===== config.mk =====
export PLATFORM = sky130hd
export DESIGN_NAME = rdc_mmu
export DESIGN_NICKNAME = d
export VERILOG_FILES = /design/src/sv/rdc_pkg.sv /design/src/sv/rdc_mmu.sv
export SDC_FILE = /design/constraint.sdc
export NUM_CORES = 1
export LEC_CHECK = 0
export BUFFER_PORTS_ARGS = -buffer_cell sky130_fd_sc_hd__clkbuf_2
export CORE_ASPECT_RATIO = 1.75
export CORE_MARGIN = 2
export CORE_UTILIZATION = 59
export CTS_CLUSTER_DIAMETER = 40
export DETAILED_ROUTE_END_ITERATION = 8
export PLACE_DENSITY = 0.94
export SLEW_MARGIN = 0
export SYNTH_ARGS = -nofsm -noshare
export SYNTH_HDL_FRONTEND = slang
export SYNTH_SLANG_ARGS = --single-unit
export TNS_END_PERCENT = 10

===== constraint.sdc =====
create_clock -name clock -period 6.36 [get_ports clock]
set_input_delay 0.318 -clock clock [delete_from_list [all_inputs] [get_ports clock]]
set_output_delay 0.318 -clock clock [all_outputs]
set_load 0.05 [all_outputs]

===== src/sv/rdc_pkg.sv =====
package rdc_pkg;

   // Width of the ciphertext, plaintext and modulus datapath.
   localparam int DATA_W = 64;
   localparam int CNT_W  = $clog2(DATA_W);
   localparam int IDX_W  = 3;

   // Configuration register indexes.
   localparam logic [IDX_W-1:0] REG_MODE = 3'd0;
   localparam logic [IDX_W-1:0] REG_P    = 3'd1;
   localparam logic [IDX_W-1:0] REG_Q    = 3'd2;
   localparam logic [IDX_W-1:0] REG_D    = 3'd3;
   localparam logic [IDX_W-1:0] REG_DP   = 3'd4;
   localparam logic [IDX_W-1:0] REG_DQ   = 3'd5;
   localparam logic [IDX_W-1:0] REG_WP   = 3'd6;
   localparam logic [IDX_W-1:0] REG_WQ   = 3'd7;

   // Operations of the bit-serial modular unit.
   typedef enum logic {
      OP_REDUCE,
      OP_MULT
   } mmu_op_type;

   // Command from the sequencer to the modular unit.
   typedef struct packed {
      logic              start;
      mmu_op_type        op;
      logic [DATA_W-1:0] a;
      logic [DATA_W-1:0] b;
      logic [DATA_W-1:0] m;
   } mmu_req_type;

   // Which exponentiation is in progress.
   typedef enum logic [1:0] {
      LEG_DIRECT,
      LEG_P,
      LEG_Q
   } leg_type;

   typedef enum logic [4:0] {
      ST_IDLE,
      ST_MODN,
      ST_SEL,
      ST_BRED,
      ST_BRED_W,
      ST_SQ,
      ST_SQ_W,
      ST_ML,
      ST_ML_W,
      ST_PEND,
      ST_WRED,
      ST_WRED_W,
      ST_WMUL,
      ST_WMUL_W,
      ST_SUM,
      ST_OUT
   } state_type;

endpackage


===== src/sv/rdc_mmu.sv =====
module rdc_mmu (
   input  logic                        clock,
   input  logic                        reset,
   input  rdc_pkg::mmu_req_type        req,
   output logic                        done,
   output logic [rdc_pkg::DATA_W-1:0]  result
);
   import rdc_pkg::*;

   logic              busy_ff, busy_in;
   logic              phase_ff, phase_in;
   logic              done_ff, done_in;
   logic [CNT_W-1:0]  cnt_ff, cnt_in;
   mmu_op_type        op_ff, op_in;
   logic [DATA_W-1:0] r_ff, r_in;
   logic [DATA_W-1:0] a_ff, a_in;
   logic [DATA_W-1:0] sh_ff, sh_in;
   logic [DATA_W-1:0] m_ff, m_in;
   logic [DATA_W:0]   t;
   logic [DATA_W:0]   red;

   // One doubling or one addition per cycle, then a single conditional subtract.
   always_comb begin
      if (phase_ff) begin
         t = {1'b0, r_ff} + {1'b0, a_ff};
      end else if (op_ff == OP_REDUCE) begin
         t = {r_ff, sh_ff[DATA_W-1]};
      end else begin
         t = {r_ff, 1'b0};
      end
      red = (t >= {1'b0, m_ff}) ? (t - {1'b0, m_ff}) : t;
   end

   // Walk the multiplier bits (for a reduction, the operand bits) from the top, one bit per step.
   always_comb begin
      busy_in  = busy_ff;
      phase_in = phase_ff;
      done_in  = 1'b0;
      cnt_in   = cnt_ff;
      op_in    = op_ff;
      r_in     = r_ff;
      a_in     = a_ff;
      sh_in    = sh_ff;
      m_in     = m_ff;
      if (req.start) begin
         busy_in  = 1'b1;
         phase_in = 1'b0;
         cnt_in   = CNT_W'(DATA_W - 1);
         op_in    = req.op;
         r_in     = '0;
         a_in     = req.a;
         sh_in    = req.b;
         m_in     = req.m;
      end else if (busy_ff) begin
         r_in = red[DATA_W-1:0];
         if (!phase_ff && op_ff == OP_MULT && sh_ff[DATA_W-1]) begin
            phase_in = 1'b1;
         end else begin
            phase_in = 1'b0;
            sh_in    = sh_ff << 1;
            if (cnt_ff == '0) begin
               busy_in = 1'b0;
               done_in = 1'b1;
            end else begin
               cnt_in = cnt_ff - 1'b1;
            end
         end
      end
   end

   always_ff @(posedge clock) begin
      if (reset) begin
         busy_ff  <= 1'b0;
         phase_ff <= 1'b0;
         done_ff  <= 1'b0;
      end else begin
         busy_ff  <= busy_in;
         phase_ff <= phase_in;
         done_ff  <= done_in;
      end
   end

   always_ff @(posedge clock) begin
      cnt_ff <= cnt_in;
      op_ff  <= op_in;
      r_ff   <= r_in;
      a_ff   <= a_in;
      sh_ff  <= sh_in;
      m_ff   <= m_in;
   end

   assign done   = done_ff;
   assign result = r_ff;

`ifndef SYNTHESIS
   // A multiplication's accumulator stays reduced.
   a_red: assert property (@(posedge clock) disable iff (reset)
      (busy_ff && op_ff == OP_MULT) |-> (r_ff < m_ff))
      else $error("modular accumulator not reduced");
   // Completion is flagged exactly once when the unit goes idle.
   a_done: assert property (@(posedge clock) disable iff (reset)
      (busy_ff && !busy_in && !req.start) |=> done_ff)
      else $error("missing completion flag");
   a_idle: assert property (@(posedge clock) disable iff (reset)
      done_ff |-> !busy_ff)
      else $error("completion while busy");
`endif

endmodule


==> results of run 1 <==
## area by class of cell
class	count	area (sq um)	share of cell area, %
diodes	5	12.5	0.0549
clock buffers	36	795	3.49
clock inverters	20	243	1.07
inverters	104	390	1.71
multi-input cells	1443	10400	45.7
flip-flops and latches	266	7260	31.9
well taps	391	489	2.15
repair buffers	462	3180	14.0
## through the flow
step / instances / setup WS (ns)
global route: 2726 / -0.158
CTS: 2716 / 0.0590
finish: 2727 / 0.0110
floorplan: 1898 / 0.672
global placement: 2530 / 0.0442
detailed placement: 2530 / -0.000488
## synthesized netlist by cell type, types with 12 or more instances
master    instances
o21a_1           15
o21ai_0          83
o211ai_1         16
mux2_2          113
o21bai_1         19
dfxtp_1          73
nor2_1          156
nor3_1           41
clkbuf_1         56
buf_2            18
a211oi_1         45
nand4_1          27
xor2_1           43
and3_1           19
ha_1            130
mux2i_1          15
a31oi_1          21
a21oi_1         197
edfxtp_1        193
and2_1           18
a21o_1           58
xnor2_1          76
nand3_1          34
nand2_1         133
nand2b_1         12
inv_1           101
o31ai_1          13
## registers in the layout, summed over array words and instances, names as in the netlist
register / cells
a_ff: 64
m_ff: 64
result: 64
sh_ff: 64
cnt_ff: 6
busy_ff: 1
done: 1
op_ff: 1
phase_ff: 1
## metal layers
metal	up-vias	global-route usage, %	part of all wire [%]
li1	7890	-	-
met5	-	0	0
met1	8196	38.1	30
met4	0	38.1	12
met2	1188	69.4	49
met3	500	11.6	8.5
## worst min-delay path by stage
| stage | endpoint | slack [ns] | startpoint | cells after the start |
|---|---|---|---|---|
| after floorplan | busy_ff | 0.39 | reset | 1 |
| after global placement | cnt_ff[4] | 0.48 | cnt_ff[4] | 2 |
| after detailed placement | cnt_ff[4] | 0.49 | cnt_ff[4] | 2 |
| after CTS | sh_ff[2] | 0.03 | req[66] | 2 |
| after global routing | sh_ff[41] | 0.04 | req[105] | 2 |
| final | sh_ff[30] | 0.05 | req[94] | 2 |
## cells in the final DEF, fill, tap and decap left out, types with 16 or more instances in the layout
cell type	count
inv_1	101
a21oi_1	192
and2_1	18
xor2_1	43
nand3_1	34
xnor2_1	75
edfxtp_1	193
and3_1	19
nor2_1	155
a31oi_1	19
nor3_1	39
ha_1	125
mux2_2	113
o21bai_1	19
dlygate4sd3_1	130
dfxtp_1	71
o211ai_1	16
nand4_1	27
a211oi_1	44
a21o_1	58
clkbuf_2	259
nand2_1	130
clkbuf_16	31
buf_4	69
o21ai_0	80
## timing repair
item                                    in CTS  in global routing
hold buffers                               130                  0
resized for setup                            1                 32
hold endpoints to repair                   132                  0
setup buffers                                0                  6
pin swaps                                    0                  6
endpoints found under the setup margin       9                 64
## cells by family after synthesis
family / after synthesis / share of synthesized area (%)
multiplexers: 128 / 7.78
XOR/XNOR: 119 / 5.70
AO/OA/AOI/OAI: 558 / 20.2
adder cells (fa/ha/maj): 132 / 9.11
buffers and inverters: 189 / 4.18
flip-flops: 266 / 39.7
AND/OR/NAND/NOR: 506 / 13.4
## power groups by stage
stage          combinational, mW  sequential (mW)  clock [mW]
3_5_place_dp                2.20             2.19           0
3_3_place_gp                2.14             2.18           0
2_1_floorplan               1.41             2.29           0
4_1_cts                     2.28             2.16        1.83
6_report                    2.43             2.17        1.86
5_1_grt                     2.58             2.18        1.92
==> flow_summary.toml, run 1 <==
[routing]
routedWlPerCell_um = 24.7
wl_um = 67300
ant_nets = 0
drt_iter0_drc = 1828
drc = 1
num_vias = 17774
vias_per_cell = 6.52
dr.pass1.iters = 9

[finish]
fill_cells = 2019
final_cell_area_sq_mm = 0.0228
syn2layout_area_growth_pct = 24.6
fin_nets = 2636
drive_above_1_share_pct = 24.2
utilization_pct = 74.4

[power]
switching_share_pct = 38.0
power_density_mw_per_mm2 = 284
leakage_nw = 9.92
ir_drop_uv = 267
internal_power_mw = 4.01
pwr-share-seq_pct = 33.6
combPwrFrac_pct = 37.6
total_power_mw = 6.47
p_clk_share_pct = 28.8
power.net_switching_mw = 2.46

[grt]
grt_max_degree = 98
antenna_found_initial = 6
grt_pass1_vias = 18165
grt_pass1_wl_um = 100000
track_usage_pct = 40.8
overflow = 0

[setup_path]
cp_data_arrival_time_ns = 6.81
r2r_end = "result[22]"
r2r_slack_ns = 0.01
cpPeakStageDelay_ns = 0.72
cp.depth = 23
crit_end = "result[22]"
rr_worst_depth = 23
required_ns = 6.82
cp_top_family = "simple AND/OR/NAND/NOR gates"
critical_path_class = "reg2reg"
cp-end-kind = "flop"
cp-startpoint = "a_ff[17]"
path_cells = "ha_1 > nand4_1 > or4_1 > o2111ai_1 > nand3_1 > nand2_1 > a31oi_1 > xnor2_1 > mux2_2 > ha_1 > and3_1 > nand4_1 > or4_1 > nor4_1 > nor2_1 > o211ai_1 > a211oi_4 > buf_12 > buf_12 > buf_4 > nor2_1 > a21oi_1 > a211oi_1"
path_buf_inv = 3
crit_slowest_cell = "or4_1"
r2r-start = "a_ff[17]"
crit_fanout = 28
start_kind = "flop"

[floorplanning]
die_width_um = 137
die_y_um = 237
rows = 85
io_pins = 261
core_sq_mm = 0.0306
die_area_sq_mm = 0.0325
start_util_pct = 59.7

[placement]
hpwlAfterDp_um = 44600
io_buffer_count = 260
place_area_sq_mm = 0.0202
place_congestion = 1.04

[clock_network]
cts_tree = "built"
cts.sinks = 266
cts_buffers = 31
cts-root-buf = "clkbuf_16"
path_clk_slew_ns = 0.07
clock_latency_ns = 0.58
htree_levels = 1
cts_buffer_depth = 3

[synth]
synth.area.top_cells = "edfxtp_1, ha_1, dfxtp_1, mux2_2, a21oi_1"
synth_edf_count = 193
synthArstFlopShare_pct = 0
yosysSeqAreaShare_pct = 39.7
synth_area_leader_cell = "edfxtp_1"
yosysWarningCount = 0
synth_ff_type = "edfxtp_1"
synthDistinctLibCells = 100
synth-seq-cells = 266
synthesis.area_sq_mm = 0.0183
synth_top_area_share_pct = 31.7
synth_cells = 1898
syn_avg_cell_area_sq_um = 9.63
synth_nets = 2226

[sta]
slew_violations = 0
rsz0062_at_grt = "yes"
setup_tns_ns = 0
setup_viol = 0
timing_hold_violations_final = 0
period_share_pct = 99.8
worst_clock_skew_ns = 0.0219
timing.hold.ws_ns = 0.0479
slew_headroom_pct = 13.5
max_freq_mhz = 158
worst_pin_slew_ns = 1.30
period_minus_slack_ns = 6.35

[outcome]
status = "complete, but fails checks"
violations = "DRC"

[worst_hold_path]
hp-class = "in2reg"

[flow_run]
drv_cap = 0
Power figures use the tool's default switching activity.
==> run 2: changes to the inputs <==
--- a/config.mk
+++ b/config.mk
@@ -6,12 +6,14 @@
 export NUM_CORES = 1
 export LEC_CHECK = 0
 export BUFFER_PORTS_ARGS = -buffer_cell sky130_fd_sc_hd__clkbuf_2
+export CELL_PAD_IN_SITES_DETAIL_PLACEMENT = 0
+export CELL_PAD_IN_SITES_GLOBAL_PLACEMENT = 1
 export CORE_ASPECT_RATIO = 1.75
 export CORE_MARGIN = 2
-export CORE_UTILIZATION = 59
+export CORE_UTILIZATION = 45
 export CTS_CLUSTER_DIAMETER = 40
 export DETAILED_ROUTE_END_ITERATION = 8
-export PLACE_DENSITY = 0.94
+export PLACE_DENSITY = 0.93
 export SLEW_MARGIN = 0
 export SYNTH_ARGS = -nofsm -noshare
 export SYNTH_HDL_FRONTEND = slang
==> run 2 against run 1 <==
The flow now finishes without violations. Design area up 4.5%. Sequential share of layout area is 1.4 points lower. First-iteration DRC count fell by 49%. Fmax increased by 2.9%. Largest cell class unchanged. Routed wire length down 11%. Register-to-register slack improved by 0.18 ns. Highest routed layer is now met5. Core utilization fell by 15 points. Critical endpoint is now result[52].
==> flow_summary.toml, run 2 (same netlist as run 1, synthesis figures left out) <==
[placement]
place_congestion = 0.943
io_buffer_count = 260
hpwlAfterDp_um = 45800

[outcome]
status = "finished clean"

[clock_network]
cts.sinks = 266
htree_levels = 2
cts-root-buf = "clkbuf_16"
clock_latency_ns = 0.56
cts_buffers = 37
path_clk_slew_ns = 0.07
cts_tree = "built"
cts_buffer_depth = 3

[sta]
worst_pin_slew_ns = 1.00
worst_clock_skew_ns = 0.0317
timing.hold.ws_ns = 0.0568
timing_hold_violations_final = 0
rsz0062_at_grt = "yes"
slew_headroom_pct = 33.2
max_freq_mhz = 162
period_share_pct = 97.0
setup_viol = 0
slew_violations = 0
period_minus_slack_ns = 6.17

[finish]
fin_nets = 2719
register_area_sq_mm = 0.00726
utilization_pct = 59.4
layout_commonest_cell = "clkbuf_2"
final_cell_mix = "clkbuf_2, a21oi_1, edfxtp_1, nor2_1, buf_4"
syn2layout_area_growth_pct = 30.1
multi_input_area_sq_mm = 0.0104
drive_above_1_share_pct = 27.0
fill_cells = 3417
diodes = 0

[setup_path]
cp_data_arrival_time_ns = 6.58
start_kind = "flop"
crit_fanout = 10
critical_path_class = "reg2reg"
cp-end-kind = "flop"
required_ns = 6.77

[routing]
ant_nets = 0
routedWlPerCell_um = 20.5
drc = 0
dr.pass1.iters = 5
drt_iter0_drc = 929
wl_um = 59900
vias_per_cell = 5.78
num_vias = 16843

[power]
ir_drop_uv = 223
leakage_nw = 10.4
power_density_mw_per_mm2 = 284
total_power_mw = 6.77

[floorplanning]
rows = 97
die_area_sq_mm = 0.0423
die_width_um = 156
start_util_pct = 45.7
core_sq_mm = 0.0401
io_pins = 261
die_y_um = 271

[grt]
grt_pass1_wl_um = 92400
grt_max_degree = 131
track_usage_pct = 27.9
grt_pass1_vias = 17849
antenna_found_initial = 1
overflow = 0

[worst_hold_path]
hp-class = "in2reg"

[flow_run]
drv_cap = 0
run 2: metal layers:
metal  vias to the layer above  share of wire, %  routed length [um]  global-route usage [%]
li1                       8054                 -                   -                       -
met4                         2               8.8                5250                    21.8
met1                      7908                34               20200                    26.2
met2                       622                53               31600                    52.3
met3                       257               4.6                2750                    4.37
met5                         -             0.022                  13                       0
run 2: layout make-up:
| type | instances | share of cell area [%] |
|---|---|---|
| sequential | 266 | 30.5 |
| inverter | 104 | 1.64 |
| multi-input combinational | 1443 | 43.8 |
| clock inverter | 25 | 1.47 |
| clock buffer | 42 | 4.06 |
| tap | 495 | 2.60 |
| timing repair buffer | 539 | 15.9 |
run 2: through the flow:
stage | std cells | TNS [ns] | worst slack [ns] | area [sq um]
4_1_cts | 2911 | -0.0355 | -0.0355 | 23600
3_3_place_gp | 2714 | 0 | 0.0314 | 21000
3_5_place_dp | 2714 | -0.0254 | -0.0254 | 21000
2_1_floorplan | 1898 | 0 | 0.672 | 18300
5_1_grt | 2914 | -0.514 | -0.0886 | 23800
6_report | 2914 | 0 | 0.191 | 23800
run 2: timing repair:
action	in CTS	in global routing
hold buffers	130	0
hold endpoints to repair	132	0
pin swaps	0	7
endpoints found under the setup margin	3	64
resized for setup	1	29
setup buffers	0	3
run 2: final timing paths:
kind | from | endpoint | slack (ns) | cells past startpoint
max reg2reg | a_ff[0] | result[52] | 0.19 | 27
min reg2reg | cnt_ff[4] | cnt_ff[4] | 0.51 | 2
min | req[64] | sh_ff[0] | 0.06 | 2
max | a_ff[0] | result[52] | 0.19 | 27
run 2: worst max-delay path, stage by stage, from the launching register on:
cell and delay [ns]:
edfxtp_1 0.37, ha_1 0.21, buf_4 0.14, fa_1 0.44, a211oi_2 0.23, nor2_1 0.10
o211a_1 0.29, a31oi_1 0.19, buf_4 0.20, o311a_4 0.24, o21bai_4 0.09, a21oi_4 0.19
nor3_1 0.07, or3b_1 0.44, ha_4 0.34, and4_1 0.24, nand2_1 0.11, or4_1 0.54
nor3_2 0.18, o211ai_2 0.16, a31oi_4 0.22, a211oi_4 0.08, buf_12 0.16, buf_4 0.14
buf_4 0.16, and2_1 0.16, a32oi_1 0.20, o41ai_1 0.13
run 2: report_power, final:
part           internal (mW)  total, mW  switching [mW]  leakage (nW)
clock network           1.30       2.19           0.885         0.634
registers               2.04       2.14          0.0969          2.51
logic                   1.00       2.44            1.44          7.30
==> run 3: changes to the inputs <==
--- a/config.mk
+++ b/config.mk
@@ -5,6 +5,7 @@
 export SDC_FILE = /design/constraint.sdc
 export NUM_CORES = 1
 export LEC_CHECK = 0
+export ABC_CLOCK_PERIOD_IN_PS = 6000
 export BUFFER_PORTS_ARGS = -buffer_cell sky130_fd_sc_hd__clkbuf_2
 export CELL_PAD_IN_SITES_DETAIL_PLACEMENT = 0
 export CELL_PAD_IN_SITES_GLOBAL_PLACEMENT = 1
==> constraint.sdc (replaced) <==
create_clock -name clock -period 6 [get_ports clock]
set_input_delay 0.3 -clock clock [delete_from_list [all_inputs] [get_ports clock]]
set_output_delay 0.3 -clock clock [all_outputs]
set_load 0.05 [all_outputs]
==> run 3 against run 2 <==
Flip-flop and latch count stayed put. Hold slack worse by 0.0060 ns. Clock skew is 0.0051 ns lower. First-iteration DRC count is 14% higher. Worst setup slack worse by 0.12 ns. Design area is 4.9% higher. Sequential share of layout area is 1.4 points lower. Via count is 4.1% higher. Total power is 8.0% higher. Sequential power is 6% higher. Count of clock-buffer cells in the layout is 2 higher.
==> flow_summary.toml, run 3 (same netlist as run 1, synthesis figures left out) <==
[outcome]
status = "finished clean"

[clock_network]
cts.sinks = 266
cts_tree = "built"
cts-root-buf = "clkbuf_16"
htree_levels = 2
cts_buffer_depth = 3
clock_latency_ns = 0.54
path_clk_slew_ns = 0.06
cts_buffers = 36

[routing]
vias_per_cell = 5.81
dr.pass1.iters = 7
ant_nets = 0
wl_um = 62600
drc = 0
routedWlPerCell_um = 20.7
num_vias = 17526
drt_iter0_drc = 1059

[grt]
grt_pass1_vias = 18157
track_usage_pct = 28.2
grt_pass1_wl_um = 93000
antenna_found_initial = 0
overflow = 0
grt_max_degree = 146

[finish]
syn2layout_area_growth_pct = 36.6
layout_commonest_cell = "clkbuf_2"
utilization_pct = 62.4
final_cell_mix = "clkbuf_2, buf_4, edfxtp_1, a21oi_1, nor2_1"
final_cell_area_sq_mm = 0.0250
stdcell_count = 3018
diodes = 0
fin_nets = 2824
drive_above_1_share_pct = 31.9

[floorplanning]
core_sq_mm = 0.0401
die_area_sq_mm = 0.0423
io_pins = 261
rows = 97
start_util_pct = 45.7
die_width_um = 156
die_y_um = 271

[sta]
worst_clock_skew_ns = 0.0266
setup_viol = 0
fin_ws_ns = 0.0677
timing_hold_violations_final = 0
rsz0062_at_grt = "yes"
worst_pin_slew_ns = 0.895
period_share_pct = 98.9
setup_tns_ns = 0
timing.hold.ws_ns = 0.0508
slew_headroom_pct = 40.1
slew_violations = 0
max_freq_mhz = 169
period_minus_slack_ns = 5.93

[setup_path]
cp-end-kind = "flop"
cp_data_arrival_time_ns = 6.36
crit_fanout = 13
crit_slowest_cell = "or4_4"
cpPeakStageDelay_ns = 0.55
cp_common_cell = "buf_4"
start_kind = "flop"
critical_path_class = "reg2reg"
required_ns = 6.43

[flow_run]
drv_cap = 0

[power]
leakage_nw = 11.0
total_power_mw = 7.31
ir_drop_uv = 285
power_density_mw_per_mm2 = 293

[placement]
place_congestion = 0.949
hpwlAfterDp_um = 47300
placedCellCount = 2805
io_buffer_count = 260
place_area_sq_mm = 0.0217
dpl_worst_slack_ns = -0.666

[worst_hold_path]
hp-class = "in2reg"
[run 3: changes by cell type in the layout (fill, tap and decap cells not counted), sizes merged]
cell,before,now
clkinvlp,2,3
buf,150,253
bufinv,4,2
clkbuf,301,306
clkinv,15,12
[run 3: worst max-delay path, delay by kind of cell, from the launching register on]
kind	cells	cell delay [ns]
AND/OR/NAND/NOR	9	2.12
AO/OA/AOI/OAI	7	1.49
buffers and inverters	5	0.75
adder cells (fa/ha/maj)	2	0.67
flip-flops	1	0.39
multiplexers	1	0.31
XOR/XNOR	1	0.10
[run 3: where the power goes]
| part | internal [mW] | leakage (nW) | switching (mW) |
|---|---|---|---|
| clock network | 1.28 | 0.583 | 0.886 |
| registers | 2.16 | 2.51 | 0.100 |
| logic | 1.24 | 7.94 | 1.63 |
| total | 4.69 | 11.0 | 2.62 |
[run 3: cell type report]
class	count	area [sq um]
clock buffer	44	983
clock inverter	21	230
fill	3268	15100
inverter	104	393
multi-input combinational	1443	10800
sequential	266	7260
tap	495	619
timing repair buffer	645	4690
[run 3: metal layers]
metal  GRT usage [%]  wire length, um  vias up  part of all wire, %
met5               0                0        -                    0
met4            23.9             6140        0                  9.8
met3            4.36             3140      286                  5.0
met2            53.2            32900      711                   53
met1            25.5            20400     8285                   33
li1                -                -     8244                    -
[run 3: what timing repair did]
item	CTS	global route
setup endpoints to repair	64	63
resized for setup	28	90
setup buffers	6	9
hold endpoints to repair	132	0
hold buffers	130	0
pin swaps	7	36
cloned	1	3
[run 3: worst paths after layout]
path              startpoint          to  slack [ns]  depth (start not counted)
setup / recovery    a_ff[25]  result[59]        0.07                         25
hold reg to reg    cnt_ff[4]   cnt_ff[4]        0.52                          2
setup reg to reg    a_ff[25]  result[59]        0.07                         25
hold / removal       req[64]    sh_ff[0]        0.05                          2
